--- config.mk ---
export PLATFORM = sky130hd
export DESIGN_NAME = ahsg_front
export DESIGN_NICKNAME = d
export VERILOG_FILES = /design/src/hdl/ahsg_pkg.sv /design/src/hdl/ahsg_front.sv
export SDC_FILE = /design/constraint.sdc
export NUM_CORES = 1
export LEC_CHECK = 0
export ABC_AREA = 1
export ABC_CLOCK_PERIOD_IN_PS = 3300
export BUFFER_PORTS_ARGS = -buffer_cell sky130_fd_sc_hd__buf_2
export CORE_MARGIN = 5
export CORE_UTILIZATION = 35
export DETAILED_ROUTE_END_ITERATION = 8
export PLACE_DENSITY = 0.57
export SLEW_MARGIN = 20
export SYNTH_ARGS = -nofsm -noshare
export SYNTH_HDL_FRONTEND = slang
export SYNTH_SLANG_ARGS = --single-unit
export TNS_END_PERCENT = 5
--- constraint.sdc ---
create_clock -name clk -period 3.3 [get_ports clk]
set_clock_uncertainty 0.05 [all_clocks]
set_input_delay 0.66 -clock clk [delete_from_list [all_inputs] [get_ports clk]]
set_output_delay 0.66 -clock clk [all_outputs]
set_load 0.03 [all_outputs]
--- src/hdl/ahsg_pkg.sv ---
package ahsg_pkg;

    // Input vector format.
    localparam int VecW = 16;
    localparam int FracBits = 8;
    localparam int PosShift = 16 - FracBits;

    // Configuration register indexes.
    localparam logic [1:0] RegHorizCenter = 2'd0;
    localparam logic [1:0] RegVertCenter  = 2'd1;
    localparam logic [1:0] RegHorizScale  = 2'd2;
    localparam logic [1:0] RegVertScale   = 2'd3;
    localparam int CfgIdxW = 8;

    // Head half-width constant, 0.5*sqrt(1/2) in Q.16.
    localparam logic [14:0] HeadK = 15'd23170;

    // Normalised squared length is 62 bits, its root 31 bits.
    localparam int LenW = 62;
    localparam int RootW = 31;
    localparam int ShW = 5;

    // Numerator 2*|a|*2^k*K fits in 64 bits; quotient below 2^17.
    localparam int NumW = 64;
    localparam int DenW = 32;
    localparam int QW = 17;

    typedef struct packed {
        logic signed [VecW-1:0] x;
        logic signed [VecW-1:0] y;
        logic                   degen;
        logic [ShW-1:0]         k;
        logic [LenW-1:0]        len;
    } ahsg_item_t;

    typedef struct packed {
        logic [11:0] hc;
        logic [11:0] vc;
        logic [9:0]  hs;
        logic [9:0]  vs;
    } ahsg_cfg_t;

    // Round to nearest pixel (halves up) and saturate to 16 bits.
    function automatic logic signed [15:0] to_pixel(input logic signed [47:0] v);
        logic signed [47:0] t;
        logic signed [31:0] q;
        begin
            t = v + 48'sd32768;
            q = t[47:16];
            if (q > 32'sd32767)
                to_pixel = 16'sh7fff;
            else if (q < -32'sd32768)
                to_pixel = 16'sh8000;
            else
                to_pixel = q[15:0];
        end
    endfunction

endpackage

--- src/hdl/ahsg_front.sv ---
// Front end: squared length, degenerate test and normalising shift count.
module ahsg_front (
    input  logic                       clk,
    input  logic                       rst_n,
    input  logic                       in_valid,
    input  logic signed [ahsg_pkg::VecW-1:0] in_x,
    input  logic signed [ahsg_pkg::VecW-1:0] in_y,
    output logic                       out_valid,
    output ahsg_pkg::ahsg_item_t       out_item
);

    logic                 s1_valid_reg;
    logic signed [ahsg_pkg::VecW-1:0] s1_x_reg, s1_y_reg;
    logic [31:0]          s1_sq_reg;
    logic [31:0]          sq_next;
    logic [15:0]          ax, ay;
    logic                 out_valid_reg;
    ahsg_pkg::ahsg_item_t item_reg, item_next;
    logic [ahsg_pkg::LenW-1:0] len_n;
    logic [ahsg_pkg::ShW-1:0]  lz;

    // Squared magnitude, one multiplier per component.
    assign ax = in_x[15] ? 16'(-in_x) : 16'(in_x);
    assign ay = in_y[15] ? 16'(-in_y) : 16'(in_y);
    assign sq_next = 32'(ax * ax) + 32'(ay * ay);

    always_ff @(posedge clk or negedge rst_n)
    begin
        if (!rst_n)
        begin
            s1_valid_reg  <= 1'b0;
            out_valid_reg <= 1'b0;
        end
        else
        begin
            s1_valid_reg  <= in_valid;
            out_valid_reg <= s1_valid_reg;
        end
    end

    always_ff @(posedge clk)
    begin
        s1_x_reg  <= in_x;
        s1_y_reg  <= in_y;
        s1_sq_reg <= sq_next;
        item_reg  <= item_next;
    end

    // Shift count: the length is brought to at least 2^60 in steps of four.
    always_comb
    begin
        lz = '0;
        for (int i = 15; i >= 0; i--)
        begin
            if (s1_sq_reg[2*i+1 -: 2] != 2'b00 && lz == '0)
                lz = ahsg_pkg::ShW'(15 - i);
        end
        if (s1_sq_reg[31:30] != 2'b00)
            lz = '0;
        len_n = {30'd0, s1_sq_reg} << (2 * ({1'b0, lz} + 6'd15));
        item_next.x     = s1_x_reg;
        item_next.y     = s1_y_reg;
        item_next.degen = (s1_sq_reg == '0);
        item_next.k     = ahsg_pkg::ShW'({1'b0, lz} + 6'd15);
        item_next.len   = len_n;
    end

    assign out_valid = out_valid_reg;
    assign out_item  = item_reg;

endmodule

==> flow_summary.toml, run 1 <==
[floorplan]
core_sq_um = 60000
placementRows = 90
die_h_um = 255
die_area_sq_um = 65200
start_util_pct = 35.1
die_w_um = 255
ios = 136

[run_status]
status = "finished, violations left"
violations = "negative setup slack"

[logic_synthesis]
avgSynthCellArea_sq_um = 8.51
yosysSeqAreaShare_pct = 15.8
synth_seq_cells = 166
ys_types = 51
yosys_warnings = 0
synthCells = 2476
syn-cell-area_sq_um = 21100

[global_routing]
antenna_found_initial = 0
grt_pass1_wl_um = 97600
gr-total-overflow = 0
grt_pass1_vias = 19324
grt_max_degree = 42
grtUsageTotal_pct = 19.0

[placement]
post-place-ws_ps = -5410
postPlaceCellArea_sq_um = 25900
dp.cells = 3769
place_congestion = 0.942
place.detailed.hpwl_um = 52000
port_buffers = 135

[worst_setup_path]
end_kind = "flop"
slowest_delay_ps = 520
critical_path_class = "input pin to flop"
cp_max_fo = 5
start_kind = "input pin"
arrival_ps = 8130
crit_slowest_cell = "fa_1"
worstPathRequired_ps = 3630

[timing]
finalSetupViolCount = 83
tightest_slew_ps = 597
max_slew_margin_pct = 60.1
slew_viol_final = 0
whs_ps = 275
hold_violations = 0
rsz0062_at_grt = "true"
clock.fmax_mhz = 128
timing.final.ws_setup_ps = -4500
min_period_ps = 7800
post-route-period-util_pct = 236

[cts]
clockBufferDepth = 2
insertion_delay_ps = 450
cts_root_buf = "clkbuf_16"
cts.clk_slew.worst_paths_ps = 70
cts_made_buffers = 17
cts_tree = "yes"
cts.sinks = 166
htreeDepth = 4

[detailed_routing]
finalWirelength_um = 59800
antenna_left = 0
wl_per_cell_um = 15.6
vias = 17549
firstDrtPassIters = 5
drc = 0
drtIter0Drc = 761
viasPerCell = 4.57

[hold_path]
hold_path_class = "input pin to flop"

[finish]
final_cell_area_sq_um = 27700
layout-drive-gt1-share_pct = 28.5
largest_reg_flops = 100
n_fill_cell = 5873
diodes = 0
seq_area_sq_um = 3340
syn2layout_area_growth_pct = 31.3
layoutNonFillerInstCount = 3838
nets = 3650
multi_input_area_sq_um = 16100

[run]
maxCapViolations = 0
[layout make-up]
cell class | count | area share, %
Clock inverter | 13 | 0.511
Sequential cell | 166 | 12.1
Inverter | 630 | 8.86
Clock buffer | 18 | 1.59
Multi-Input combinational cell | 1657 | 58.4
Tap cell | 782 | 3.54
Timing Repair Buffer | 572 | 15.1
[worst paths after layout]
kind / end / from / depth (start not counted) / slack (ps)
setup reg to reg: out_item[58]$_DFF_P_ / s1_sq_reg[24]$_DFF_P_ / 26 / -260
min in group asynchronous: out_valid$_DFF_PN0_ / rst_n / 2 / 470
hold / removal: s1_x_reg[14]$_DFF_P_ / in_x[14] / 1 / 280
setup / recovery: s1_sq_reg[30]$_DFF_P_ / in_x[0] / 43 / -4500
max in group asynchronous: s1_valid_reg$_DFF_PN0_ / rst_n / 2 / 2630
hold reg to reg: out_item[92]$_DFF_P_ / s1_x_reg[8]$_DFF_P_ / 0 / 280
[synth_stat cells, drive strengths merged]
| cell type | count | area, sq um |
|---|---|---|
| buf | 34 | 238 |
| xor2 | 31 | 272 |
| o221a | 1 | 11.3 |
| a31oi | 4 | 25.0 |
| nor3 | 17 | 85.1 |
| o21bai | 6 | 56.3 |
| nand3 | 240 | 1260 |
| fa | 389 | 7790 |
| a21o | 2 | 15.0 |
| a21oi | 45 | 240 |
| nand4 | 13 | 87.6 |
| dfxtp | 164 | 3280 |
| nand2 | 349 | 1360 |
| clkinv | 12 | 45.0 |
| o21ai | 33 | 165 |
| nor3b | 1 | 12.5 |
| inv | 618 | 2320 |
| o211ai | 1 | 7.51 |
| nor4 | 2 | 12.5 |
| a211oi | 1 | 7.51 |
| clkbuf | 20 | 75.1 |
| conb | 2 | 7.51 |
| dfrtp | 2 | 50.1 |
| ha | 182 | 2280 |
| a31o | 1 | 8.76 |
| or3 | 1 | 6.26 |
| o2111ai | 1 | 8.76 |
| nand3b | 4 | 30.0 |
| nor2 | 262 | 1020 |
| a21boi | 2 | 15.0 |
| xnor2 | 14 | 123 |
| or2 | 22 | 138 |
[per-stage QoR]
stage,setup TNS [ps],utilization [%]
after floorplan,-126250,-
after global routing,-139200,46.1
final,-113010,46.1
after detailed placement,-144210,43.1
after global placement,-137150,43.1
after CTS,-120300,45.3
[kinds of logic after synthesis]
logic type               after synthesis  synth area share (%)
other                                  2                0.0357
XOR/XNOR                              45                  1.87
AND/OR/NAND/NOR                      911                  19.1
AO/OA/AOI/OAI                         97                  2.66
adder cells (fa/ha/maj)              571                  47.8
buffers and inverters                684                  12.7
flip-flops                           166                  15.8
[cell usage in the layout (no fill, tap or decap), types with 12 or more instances in the layout]
master	synthesis	layout
a21oi_1	43	28
a21oi_2	1	12
buf_2	7	131
buf_4	12	415
clkbuf_16	0	17
conb_1	2	33
dfxtp_1	164	162
fa_1	389	383
ha_1	182	162
ha_4	0	19
inv_1	613	575
inv_2	4	33
nand2_1	334	307
nand2_2	12	31
nand3_1	231	218
nand3_2	7	20
nand4_1	12	12
nor2_1	252	212
nor2_2	7	29
nor2_4	3	21
o21ai_0	25	12
xor2_1	31	23
[critical path, delay by kind of cell]
kind | cells | cell delay (ps)
compound gates | 5 | 600
simple gates | 16 | 1630
buf+inv | 11 | 730
fa+ha+maj | 10 | 4370
xor+xnor | 1 | 120
[routing by layer]
layer  part of all wire (%)  global-route usage [%]
met3                    3.0                    2.17
met2                     54                    35.7
met1                     41                    23.2
met4                    2.0                    4.43
met5                      0                       0
[timing repair]
item,in CTS,in global routing
pin swaps,83,32
hold endpoints to repair,2,0
gates resized for setup,129,104
hold buffers,1,0
buffers inserted,29,9
endpoints found under the setup margin,83,87
Power of run 1 is left out: the tool's default activity adds up to more than one toggle a clock period on the data nets, which glitch-free logic cannot reach.
==> inputs of run 2 (changes only) <==
ABC_AREA = default   (was 1)
HOLD_SLACK_MARGIN = 0.06   (was default)
==> run 2 against run 1 <==
  * The flow still finishes with violations (negative setup slack)
  * Synthesized area down 1.6%
  * Synthesized cell count shrank 11%
  * Global-route usage grew 0.74 points
  * Flip-flop and latch count stayed put
==> flow_summary.toml, run 2 <==
[run_status]
status = "finished, violations left"
violations = "negative setup slack"

[detailed_routing]
firstDrtPassIters = 5
antenna_left = 0
finalWirelength_um = 61000
drtIter0Drc = 684
drc = 0
wl_per_cell_um = 16.8
vias = 17024
viasPerCell = 4.70

[finish]
diodes = 0
n_fill_cell = 5655
nets = 3441
layout-drive-gt1-share_pct = 30.5
final_common_cell = "inv_1"
largest_reg_flops = 100
syn2layout_area_growth_pct = 33.2
layout_common_cells = "inv_1, buf_4, fa_1, nor2_1, ha_1"

[logic_synthesis]
ys_types = 82
syn-cell-area_sq_um = 20700
synth_top_family_by_area = "adder cells"
synth_top_area_cell = "fa_1"
synthCells = 2204
avgSynthCellArea_sq_um = 9.41
synth_enable_flop_cells = 0
yosysMostFrequentCell = "inv_1"
synth_compound_area_share_pct = 8.52
synthMuxAreaShare_pct = 2.45
synthXorXnorAreaFrac_pct = 2.87
yosysSeqAreaShare_pct = 16.1
synth_seq_cells = 166
synth-simple-area-share_pct = 10.5
ys_top_cells_by_area = "fa_1, dfxtp_1, ha_1"
synth_fa_ha_area_share_pct = 48.5
netlist.area_leader.share_pct = 37.6
yosys_warnings = 0
async_flop_share_pct = 1.20
synthTopCellsByCount = "inv_1, fa_1, nor2_1, ha_1, dfxtp_1"
ys_dominant_reg_cell = "dfxtp_1"

[global_routing]
antenna_found_initial = 0
gr-total-overflow = 0
grt_pass1_vias = 19359
grtUsageTotal_pct = 19.7
grt_max_degree = 24
grt_pass1_wl_um = 99300

[placement]
place.detailed.hpwl_um = 53200
place_congestion = 0.919
port_buffers = 135

[floorplan]
die_w_um = 253
die_area_sq_um = 64200
die_h_um = 253
ios = 136
placementRows = 89
core_sq_um = 58800
start_util_pct = 35.3

[hold_path]
min-delay-start = "in_valid"
worst_hold_path.endpoint = "s1_valid_reg$_DFF_PN0_"
holdPathStages = 1
hold_path_class = "input pin to flop"

[worst_setup_path]
critical_path_class = "input pin to flop"
reg2reg_depth = 17
arrival_ps = 8690
end_kind = "flop"
cp_max_fo = 4
critPathTopFamily = "adder cells"
worstPathRequired_ps = 3660
crit-reg2reg-capture = "out_item[41]$_DFF_P_"
crit_slowest_cell = "or4_4"
start_kind = "input pin"
cp_common_cell = "fa_1"
slowest_delay_ps = 550
r2r_start = "s1_sq_reg[21]$_DFF_P_"
cp_num_buf_inv = 10
r2r_setup_slack_ps = -710

[run]
maxCapViolations = 0

[timing]
post-route-period-util_pct = 253
tightest_slew_ps = 546
min_period_ps = 8330
clock.fmax_mhz = 120
whs_ps = 261
finalSetupViolCount = 83
rsz0062_at_grt = "true"
hold_violations = 0
timing.final.ws_setup_ps = -5030
max_slew_margin_pct = 63.2
slew_viol_final = 0

[cts]
cts_made_buffers = 17
insertion_delay_ps = 470
htreeDepth = 4
clockBufferDepth = 2
cts.sinks = 166
cts_root_buf = "clkbuf_16"
cts_tree = "yes"
cts.clk_slew.worst_paths_ps = 80
[run 2: changes by cell type after synthesis, sizes merged, moves of 11 or more]
cell	before	now
a21o	2	16
and3	0	11
buf	34	12
clkbuf	20	45
inv	618	536
mux2i	0	35
nand2	349	132
nand2b	0	17
nand3	240	20
nor2	262	233
o21ai	33	52
o221ai	0	12
o22ai	0	15
xnor2	14	43
[run 2: logic make-up (layout without fill, tap and decap cells)]
group	after synthesis	in the layout
AOI/OAI and AO/OA	255	255
xor gates and xnor gates	67	67
adders and majority gates	571	571
buffers and inverters	600	1212
DFF	166	166
muxes	47	47
other	2	33
and+or+nand+nor	496	496
[run 2: cell type report]
cell class              count  area, sq um  area share (%)
flip-flops and latches    166         3330            12.1
repair buffers            638         4610            16.7
multi-input cells        1469        16100            58.3
inverters                 543         2050            7.43
clock buffers              17          425            1.54
clock inverters            14          136           0.494
well taps                 773          967            3.50
[run 2: worst max path at each step]
stage / from / endpoint / cells past startpoint
after detailed placement: in_y[3] / s1_sq_reg[31]$_DFF_P_ / 29
after floorplan: in_x[0] / s1_sq_reg[31]$_DFF_P_ / 34
after global placement: in_y[3] / s1_sq_reg[31]$_DFF_P_ / 34
final: in_x[0] / s1_sq_reg[31]$_DFF_P_ / 34
after global routing: in_y[3] / s1_sq_reg[31]$_DFF_P_ / 34
after CTS: in_x[0] / s1_sq_reg[31]$_DFF_P_ / 34
[run 2: layer usage]
| layer | part of all wire (%) | GRT usage, % |
|---|---|---|
| met5 | 0 | 0 |
| met4 | 4.0 | 7.81 |
| met3 | 3.1 | 2.40 |
| met2 | 55 | 37.3 |
| met1 | 38 | 22.4 |
[run 2: metrics by stage]
step	cells	util, %	TNS, ps	cell area (sq um)	worst slack (ps)
2_1_floorplan	2235	-	-194250	21000	-5420
3_5_place_dp	3576	44.5	-179900	26200	-5780
6_report	3620	47.0	-143230	27600	-5030
3_3_place_gp	3576	44.5	-176380	26200	-5780
5_1_grt	3620	47.0	-160500	27600	-5380
4_1_cts	3616	46.5	-143590	27300	-5020
[run 2: what timing repair did]
action,4_1_cts,5_1_grt
gates cloned,0,0
endpoints found under the setup margin,85,86
setup buffers,9,5
pin swaps,56,17
hold endpoints to repair,2,0
gates resized for setup,133,50
hold buffers,1,0
Power of run 2 is left out for the same reason.
